===== config.mk =====
export PLATFORM = sky130hd
export DESIGN_NAME = drive_power_state_control_core_flat
export DESIGN_NICKNAME = d
export VERILOG_FILES = /design/src/rtl/core/dpsc_pkg.sv /design/src/rtl/core/dpsc_in_if.sv /design/src/rtl/core/dpsc_out_if.sv /design/src/rtl/core/drive_power_state_control_core.sv /design/src/flat_wrapper.sv
export SDC_FILE = /design/constraint.sdc
export NUM_CORES = 1
export LEC_CHECK = 0
export ABC_AREA = 0
export BUFFER_PORTS_ARGS = -buffer_cell sky130_fd_sc_hd__buf_4
export CAP_MARGIN = 20
export CORE_MARGIN = 5
export CORE_UTILIZATION = 45
export DETAILED_ROUTE_END_ITERATION = 10
export PLACE_DENSITY_LB_ADDON = 0.15
export SYNTH_ARGS = -nofsm -noshare
export SYNTH_HDL_FRONTEND = slang
export SYNTH_SLANG_ARGS = --single-unit

===== constraint.sdc =====
create_clock -name clk -period 4.2 [get_ports clk]
set_input_delay 0.63 -clock clk [delete_from_list [all_inputs] [get_ports clk]]
set_output_delay 0.63 -clock clk [all_outputs]
set_load 0.01 [all_outputs]

===== src/rtl/core/dpsc_pkg.sv =====
// dpsc_pkg: types, codes and decode functions of the drive power state control block
// no dependencies; used by the channel interfaces and the core

package dpsc_pkg;

    // power states as reported on the result channel
    typedef enum logic [2:0] {
        PS_NOT_READY      = 3'd0,
        PS_SO_DISABLED    = 3'd1,
        PS_READY          = 3'd2,
        PS_SWITCHED_ON    = 3'd3,
        PS_ENABLED        = 3'd4,
        PS_QUICKSTOP      = 3'd5,
        PS_FAULT_REACTION = 3'd6,
        PS_FAULT          = 3'd7
    } power_state_t;

    // target power requests
    localparam logic [1:0] TGT_DISABLED  = 2'd0;
    localparam logic [1:0] TGT_ENABLED   = 2'd1;
    localparam logic [1:0] TGT_QUICKSTOP = 2'd2;

    // control word command nibbles
    localparam logic [3:0] CMD_NONE            = 4'b0000;
    localparam logic [3:0] CMD_SHUTDOWN        = 4'b0110;
    localparam logic [3:0] CMD_DISABLE_VOLTAGE = 4'b0100;
    localparam logic [3:0] CMD_ENABLE_OP       = 4'b1111;
    localparam logic [3:0] CMD_SWITCH_ON       = 4'b0111;
    localparam logic [3:0] CMD_QUICKSTOP       = 4'b0010;

    localparam int FAULT_RESET_BIT = 7;

    localparam logic [3:0] MODE_NONE     = 4'd0;
    localparam logic [3:0] MODE_LAST_LOW = 4'd4;
    localparam logic [3:0] MODE_LAST     = 4'd10;
    localparam logic [7:0] CODE_GAP      = 8'd5;
    localparam logic [7:0] CODE_LAST     = 8'd11;

    typedef struct packed {
        logic        [15:0] status_word;
        logic signed [7:0]  mode_display_code;
        logic        [1:0]  target_power;
        logic               fault_reset_request;
        logic        [3:0]  target_mode;
        logic        [8:0]  extra_control_bits;
    } item_t;

    typedef struct packed {
        logic [15:0] control_word;
        logic [3:0]  mode_select_code;
        logic [2:0]  power_state;
        logic        power_state_changed;
        logic [3:0]  actual_mode;
        logic        has_fault;
        logic        has_warning;
        logic        voltage_enabled;
        logic        remote_active;
        logic        internal_limit;
        logic [5:0]  specific_status_bits;
    } result_t;

    function automatic power_state_t decode_power(input logic [15:0] sw);
        power_state_t ps;
        if (sw[3] && !(sw[0] && sw[1] && sw[2])) ps = PS_FAULT;
        else if (sw[3])                          ps = PS_FAULT_REACTION;
        else if (sw[6])                          ps = PS_SO_DISABLED;
        else if (!sw[5])                         ps = PS_QUICKSTOP;
        else if (sw[2])                          ps = PS_ENABLED;
        else if (sw[1])                          ps = PS_SWITCHED_ON;
        else if (sw[0])                          ps = PS_READY;
        else                                     ps = PS_NOT_READY;
        return ps;
    endfunction

    function automatic logic [3:0] command_bits(input logic [1:0] tgt, input power_state_t ps);
        logic [3:0] cmd;
        cmd = CMD_NONE;
        unique case (tgt)
            TGT_DISABLED:
            begin
                if (ps == PS_ENABLED || ps == PS_SWITCHED_ON || ps == PS_SO_DISABLED ||
                    ps == PS_READY || ps == PS_QUICKSTOP)
                    cmd = CMD_SHUTDOWN;
                else
                    cmd = CMD_DISABLE_VOLTAGE;
            end
            TGT_ENABLED:
            begin
                if (ps == PS_SWITCHED_ON || ps == PS_QUICKSTOP || ps == PS_ENABLED)
                    cmd = CMD_ENABLE_OP;
                else if (ps == PS_READY)
                    cmd = CMD_SWITCH_ON;
                else
                    cmd = CMD_SHUTDOWN;
            end
            TGT_QUICKSTOP:
            begin
                if (ps == PS_ENABLED || ps == PS_QUICKSTOP)
                    cmd = CMD_QUICKSTOP;
                else
                    cmd = CMD_SHUTDOWN;
            end
            default:
                cmd = CMD_NONE;
        endcase
        return cmd;
    endfunction

    // mode index to drive code: code five is skipped
    function automatic logic [3:0] mode_to_code(input logic [3:0] idx);
        logic [3:0] code;
        if (idx <= MODE_LAST_LOW)  code = idx;
        else if (idx <= MODE_LAST) code = idx + 4'd1;
        else                       code = MODE_NONE;
        return code;
    endfunction

    function automatic logic [3:0] code_to_mode(input logic signed [7:0] code);
        logic [7:0] c;
        logic [3:0] idx;
        c = code;
        if (c[7])                              idx = MODE_NONE;
        else if (c < CODE_GAP)                 idx = c[3:0];
        else if (c > CODE_GAP && c <= CODE_LAST) idx = c[3:0] - 4'd1;
        else                                   idx = MODE_NONE;
        return idx;
    endfunction

endpackage


===== src/rtl/core/dpsc_in_if.sv =====
// dpsc_in_if: valid/ready channel carrying one status item into the core
// depends on dpsc_pkg for the payload type

interface dpsc_in_if;
    logic           valid;
    logic           ready;
    dpsc_pkg::item_t data;

    modport source (output valid, output data, input ready);
    modport sink   (input valid, input data, output ready);
endinterface


===== src/rtl/core/dpsc_out_if.sv =====
// dpsc_out_if: valid/ready channel carrying one control result out of the core
// depends on dpsc_pkg for the payload type

interface dpsc_out_if;
    logic             valid;
    logic             ready;
    dpsc_pkg::result_t data;

    modport source (output valid, output data, input ready);
    modport sink   (input valid, input data, output ready);
endinterface


===== src/rtl/core/drive_power_state_control_core.sv =====
// an accepted item beat reaches its result beat through the input register, then the
// result register; throughput: one item per clock while results are taken
// the only loop is the one-bit fault-reset pending/busy flags and the last-state register
// reset: asynchronous, clears valid flags, fault-reset pending/busy and last power state
// depends on dpsc_pkg, dpsc_in_if, dpsc_out_if

module drive_power_state_control_core (
    input  logic           clk,
    input  logic           rst_n,
    dpsc_in_if.sink        item,
    dpsc_out_if.source     result
);

    logic                    in_valid_reg;
    dpsc_pkg::item_t         in_reg;
    logic                    out_valid_reg;
    dpsc_pkg::result_t       result_reg;
    logic                    reset_pending_reg;
    logic                    reset_busy_reg;
    dpsc_pkg::power_state_t  last_power_state_reg;

    logic                    advance;
    logic                    pending_eff;
    logic                    pulse;
    logic                    reset_pending_next;
    logic                    reset_busy_next;
    dpsc_pkg::power_state_t  ps;
    logic [3:0]              cmd;
    dpsc_pkg::result_t       result_next;

    // the held item moves on when the result slot is free or being emptied
    assign advance    = in_valid_reg && (!out_valid_reg || result.ready);
    assign item.ready = !in_valid_reg || advance;

    assign result.valid = out_valid_reg;
    assign result.data  = result_reg;

    always_comb
    begin
        ps                 = dpsc_pkg::decode_power(in_reg.status_word);
        cmd                = dpsc_pkg::command_bits(in_reg.target_power, ps);
        pending_eff        = reset_pending_reg || in_reg.fault_reset_request;
        pulse              = pending_eff && !reset_busy_reg;
        reset_pending_next = pending_eff && !pulse;
        reset_busy_next    = pulse;

        result_next.control_word = {in_reg.extra_control_bits[8:4], 1'b0,
                                    in_reg.extra_control_bits[3], 1'b0, pulse,
                                    in_reg.extra_control_bits[2:0], cmd};
        result_next.mode_select_code    = dpsc_pkg::mode_to_code(in_reg.target_mode);
        result_next.power_state         = ps;
        result_next.power_state_changed = (ps != last_power_state_reg);
        result_next.actual_mode         = dpsc_pkg::code_to_mode(in_reg.mode_display_code);
        result_next.has_fault           = in_reg.status_word[3];
        result_next.has_warning         = in_reg.status_word[7];
        result_next.voltage_enabled     = in_reg.status_word[4];
        result_next.remote_active       = in_reg.status_word[9];
        result_next.internal_limit      = in_reg.status_word[11];
        result_next.specific_status_bits = {in_reg.status_word[15:12],
                                            in_reg.status_word[10], in_reg.status_word[8]};
    end

    always_ff @(posedge clk or negedge rst_n)
    begin
        if (!rst_n)
        begin
            in_valid_reg         <= 1'b0;
            out_valid_reg        <= 1'b0;
            reset_pending_reg    <= 1'b0;
            reset_busy_reg       <= 1'b0;
            last_power_state_reg <= dpsc_pkg::PS_NOT_READY;
        end
        else
        begin
            if (item.ready)
                in_valid_reg <= item.valid;
            if (advance)
            begin
                out_valid_reg        <= 1'b1;
                reset_pending_reg    <= reset_pending_next;
                reset_busy_reg       <= reset_busy_next;
                last_power_state_reg <= ps;
            end
            else if (result.ready)
            begin
                out_valid_reg <= 1'b0;
            end
        end
    end

    always_ff @(posedge clk)
    begin
        if (item.valid && item.ready)
            in_reg <= item.data;
        if (advance)
            result_reg <= result_next;
    end

    // a busy cycle never carries a fault-reset pulse
    assert property (@(posedge clk) disable iff (!rst_n)
        (advance && reset_busy_reg)
        |=> !result_reg.control_word[dpsc_pkg::FAULT_RESET_BIT])
        else $error("fault reset pulse issued during busy cycle");

    // every pulse is followed by a busy cycle
    assert property (@(posedge clk) disable iff (!rst_n)
        (advance && pulse) |=> (reset_busy_reg && !reset_pending_reg))
        else $error("fault reset pulse not followed by busy");

    // last power state follows the result being shown
    assert property (@(posedge clk) disable iff (!rst_n)
        out_valid_reg |-> (result_reg.power_state == last_power_state_reg))
        else $error("last power state out of step with result");

endmodule


===== src/flat_wrapper.sv =====
// flat-port wrapper written by rule: the top's interface ports become plain ports
module drive_power_state_control_core_flat 
  (clk, rst_n, item_valid, item_data, item_ready, result_valid, result_data, result_ready);
  dpsc_in_if item_i ();
  dpsc_out_if result_i ();
  input  logic clk;
  input  logic rst_n;
  input wire logic [$bits(item_i.valid)-1:0] item_valid;
  input wire logic [$bits(item_i.data)-1:0] item_data;
  output wire logic [$bits(item_i.ready)-1:0] item_ready;
  output wire logic [$bits(result_i.valid)-1:0] result_valid;
  output wire logic [$bits(result_i.data)-1:0] result_data;
  input wire logic [$bits(result_i.ready)-1:0] result_ready;
  assign item_i.valid = item_valid;
  assign item_i.data = item_data;
  assign item_ready = item_i.ready;
  assign result_valid = result_i.valid;
  assign result_data = result_i.data;
  assign result_i.ready = result_ready;
  drive_power_state_control_core u_core (.clk(clk), .rst_n(rst_n), .item(item_i), .result(result_i));
endmodule

# Word-level counts from Yosys, hierarchy flattened
# Cells that the tools add are included.
word_totals:
  regBits: 84
  in_bits: 44
  output_inout_bits: 41
classes:
  order_cmp: 5
  muxes: 18
  n_reduce_logical: 25
  n_eq_ne: 8
  add_sub_neg: 2
ops:
  columns: ["operator", "n"]
  rows:
  - ["two-way mux 3 bit", 7]
  - ["two-way mux 4 bit", 5]
  - ["case mux 4 bit (3 select lines)", 1]
  - ["logical OR 1 bit", 10]
  - ["> comparator 8 x 3 -> 1 bit (second input constant)", 1]
  - ["<= comparator 8 x 4 -> 1 bit (second input constant)", 1]
  - ["logical AND 1 bit", 8]
  - ["less-than comparator 8 x 3 -> 1 bit (second input constant)", 1]
  - ["equality test 3 x 2 -> 1 bit (second input constant)", 2]
  - ["equality test 3 bit (second input constant)", 2]
  - ["zero test 1 bit", 5]
  - ["adder 4 x 1 -> 4 bit (second input constant)", 1]
  - ["<= comparator 4 x 3 -> 1 bit (second input constant)", 1]
  - ["<= comparator 4 bit (second input constant)", 1]
  - ["two-way mux 2 bit", 2]
  - ["subtractor 4 x 1 -> 4 bit (second input constant)", 1]
  - ["equality test 3 x 1 -> 1 bit (second input constant)", 1]
  - ["two-way mux 1 bit", 3]
  - ["!= test 3 bit", 1]
  - ["equality test 2 x 1 -> 1 bit (second input constant)", 1]
  - ["equality test 2 bit (second input constant)", 1]
  - ["zero test 2 bit", 1]
  - ["nonzero test 2 bit", 1]

# Depth between registers and ports, before layout
depth:
  ltp_word: 14
  depth_mapped: 6
  depth_no_buf: 6

# Least setup slack after synthesis
# Ideal clock, no wire load.
synth_timing:
  path_kind: "input to register"
  startpoint: "input result_ready"
  endpoint: "register u_core.in_reg[0] in the netlist's numbering (enable)"
  stages: 2
  setup_slack_ns: 1.985
  setup_time_ns: 0.401
  t_arrival_ns: 1.814
  n_path_buf: 0
  t_required_ns: 3.799
  path_cell_list: "nand3b_1 and2_1"
synth_via:
  elab_chain_len: 4
synth_rtl:
  columns: ["item", "line", "text"]
  rows:
  - ["from (decl)", "flat_wrapper.sv:13", "input wire logic [$bits(result_i.ready)-1:0] result_ready;"]
  - ["logical OR 1 bit", "drive_power_state_control_core.sv:32", "assign advance = in_valid_reg && (!out_valid_reg || result.ready);"]
  - ["logical AND 1 bit", "drive_power_state_control_core.sv:32", null]
  - ["logical OR 1 bit", "drive_power_state_control_core.sv:33", "assign item.ready = !in_valid_reg || advance;"]
  - ["logical AND 1 bit", "drive_power_state_control_core.sv:93", "if (item.valid && item.ready)"]
  - ["to (signal assigned)", "drive_power_state_control_core.sv:94", "in_reg <= item.data;"]
  - ["to (decl)", "drive_power_state_control_core.sv:15", "dpsc_pkg::item_t in_reg;"]
# Every way passes these cells.
# A chain may end at the register's enable or synchronous reset.

# Worst setup path after layout
layout_timing:
  startpoint: "input result_ready"
  endpoint: "register u_core.result_reg (netlist bit u_core.result.data[7]) (enable)"
layout_via:
  elab_chain_len: 2
layout_rtl:
  columns: ["item", "line", "text"]
  rows:
  - ["logical OR 1 bit", "drive_power_state_control_core.sv:32", null]
  - ["logical AND 1 bit", "drive_power_state_control_core.sv:32", null]
  - ["net u_core.advance", "drive_power_state_control_core.sv:22", "logic advance;"]
  - ["to (signal assigned)", "drive_power_state_control_core.sv:96", "result_reg <= result_next;"]
  - ["to (decl)", "drive_power_state_control_core.sv:17", "dpsc_pkg::result_t result_reg;"]
# The timed path passes the listed nets, and every way through them passes these cells.

==> results.py <==
metrics = {
    "status": {
        "status": "finished clean",
    },
    "grt": {
        "grt-ovfl-total": 0,
        "antenna_found_initial": 0,
        "grt_pass1_vias": 1754,
        "grt_max_degree": 41,
        "grt_usage_pct": 12.7,
        "grt_pass1_wl_um": 8230,
    },
    "pwr": {
        "p_comb_share_pct": 10.8,
        "pwr-share-clk_pct": 29.2,
        "seqPwrFrac_pct": 60.0,
        "swShare_pct": 23.6,
        "p_int_mw": 1.31,
        "peakVddDrop_v": 0.000285,
        "power_density_mw_per_mm2": 433,
        "p_leak_nw": 1.57,
        "p_switching_uw": 405,
    },
    "synthesis": {
        "async_flop_share_pct": 8.33,
        "ys_seq_area_share_pct": 80.7,
        "synth_ff_type": "edfxtp_1",
        "synth_warnings": 0,
        "synth-edff-count": 77,
        "synth_cells": 178,
        "ys_seq_elements": 84,
        "synth.avg_cell_area_um2": 17.3,
        "syn_area_mm2": 0.00308,
        "synth_cell_type_count": 32,
    },
    "floorplanning": {
        "die_w_um": 92.8,
        "fp.dieH_um": 92.8,
        "start_util_pct": 45.9,
        "die-area_mm2": 0.00860,
        "rows": 30,
        "core_mm2": 0.00672,
        "num_io_pins": 85,
    },
    "placement": {
        "dp_hpwl_um": 3790,
        "placed_cells": 340,
        "port_buffers": 82,
        "place.gp.congestion": 0.756,
    },
    "clocking": {
        "h-tree-depth": 3,
        "clock_latency_ns": 0.33,
        "clk_pin_slew_ns": 0.08,
        "cts_tree": "yes",
        "holdBufCountCts": 0,
        "postCtsSetupRepairBufs": 0,
        "cts_sinks": 84,
        "cts-root-buf": "clkbuf_8",
        "clock_path_buffers": 2,
        "cts_inserted_buffers": 9,
        "cts_resized": 0,
    },
    "timing": {
        "finalMaxSlewViolations": 0,
        "fmax_mhz": 475,
        "rsz0062_at_grt": "no",
        "setup_viol_count_final": 0,
        "hold_viol_final": 0,
        "tightest_slew_ns": 0.932,
        "relSlewSlack_pct": 37.8,
        "fin_crit_sh_pct": 50.1,
        "fin_skew_ns": 0.0107,
        "finalSetupTns_ns": 0,
        "finalCriticalPeriod_ns": 2.11,
    },
    "final_layout": {
        "layout_common_cells": "83 x buf_4, 77 x edfxtp_1, 18 x nor2_1, 10 x inv_1, 9 x clkbuf_8",
        "n_antenna_cell": 0,
        "mostFrequentLayoutCell": "buf_4",
        "regArea_mm2": 0.00249,
        "final_nets": 323,
        "area_growth_pct": 28.9,
        "multi_input_area_um2": 543,
        "fin_cells": 356,
        "drive_gt1_share_pct": 37.3,
        "largest_register_ffs": 40,
        "filler_cell_count": 512,
    },
    "route": {
        "drt-wirelength-per-cell_um": 14.5,
        "first_iter_violations": 57,
        "routed_via_density": 4.73,
        "first_pass_iters": 4,
        "routed_wl_um": 5150,
        "vias": 1684,
        "drc": 0,
        "drtAntennaViolNets": 0,
    },
    "worst_setup_path": {
        "worst-setup-path-type": "in -> reg",
        "start_kind": "input port",
        "cp.required_ns": 4.27,
        "critPathCaptureType": "flip-flop",
        "critical_path_arrival_ns": 2.18,
        "crit_fanout": 24,
    },
    "job": {
        "cap_violations": 0,
    },
    "worst_hold_path": {
        "hold_path.class": "in -> async",
    },
}
-- critical path, stage by stage --
cell and delay (ns):
buf_4 0.11, nand2b_1 0.14, nand2_1 0.14, clkinv_1 0.66, buf_4 0.49
-- kinds of logic after synthesis --
kind of cell | synth area share, %
compound gates | 4.34
xor+xnor | 0.853
fa+ha+maj | 3.25
buf+inv | 1.83
flops | 80.7
mux | 1.83
other cells | 0.122
simple gates | 7.06
-- synthesized netlist by cell type (all sizes together) (3+ instances only) --
cell type  instances  area [um^2]
nor2b              6         40.0
nand2              7         26.3
nor2              18         67.6
ha                 8          100
mux2i              3         30.0
inv               11         41.3
o21ai              5         25.0
edfxtp            77         2310
nand2b             4         25.0
dfrtp              7          175
a21oi              5         25.0
-- power by group through the flow --
stage / Clock (mW) / Combinational [mW] / Sequential, mW
6_report: 0.502 / 0.186 / 1.03
5_1_grt: 0.561 / 0.207 / 1.04
4_1_cts: 0.521 / 0.190 / 1.03
3_5_place_dp: 0 / 0.190 / 1.05
3_3_place_gp: 0 / 0.186 / 1.05
2_1_floorplan: 0 / 0.0778 / 1.06
-- layout make-up --
class	count	area share, %
sequential	84	62.6
multi-input combinational	82	13.7
clock inverter	6	1.23
timing repair buffer	83	15.7
tap	80	2.52
inverter	11	1.04
clock buffer	10	3.21
-- stage by stage --
| step | hold WS, ns | setup slack, ns | area [um^2] | total power [mW] | util, % |
|---|---|---|---|---|---|
| 2_1_floorplan | 0.334 | 1.99 | 3090 | 1.14 | - |
| 5_1_grt | 0.0708 | 1.95 | 3970 | 1.81 | 59.1 |
| 3_5_place_dp | 0.405 | 1.71 | 3790 | 1.24 | 56.5 |
| 6_report | 0.0901 | 2.09 | 3970 | 1.72 | 59.1 |
| 4_1_cts | 0.0709 | 2.07 | 3970 | 1.74 | 59.1 |
| 3_3_place_gp | 0.401 | 1.74 | 3790 | 1.24 | 56.5 |
-- per-layer routing --
| layer | track usage [%] | vias to the layer above | wire, um |
|---|---|---|---|
| met5 | 0 | - | 0 |
| met4 | 5.49 | 0 | 63 |
| met3 | 4.47 | 8 | 337 |
| met2 | 21.3 | 50 | 2610 |
| met1 | 14.8 | 785 | 2140 |
| li1 | - | 841 | - |
-- path summary, 6_finish.rpt --
kind	cells after the start	slack, ns	end	from
max	5	2.09	u_core.result.data[7]$_DFFE_PP_	result_ready
min reg2reg	0	0.42	u_core.result.data[5]$_DFFE_PP_	u_core.in_reg[39]$_DFFE_PP_
max reg2reg	4	2.20	u_core.result.data[7]$_DFFE_PP_	u_core.result.valid$_DFFE_PN0P_
max in group asynchronous	1	3.99	u_core.last_power_state_reg[1]$_DFFE_PN0P_	rst_n
min in group clk	0	0.42	u_core.result.data[5]$_DFFE_PP_	u_core.in_reg[39]$_DFFE_PP_
min	1	0.09	u_core.result.valid$_DFFE_PN0P_	rst_n
No activity file was read; power rests on OpenSTA's default activity.
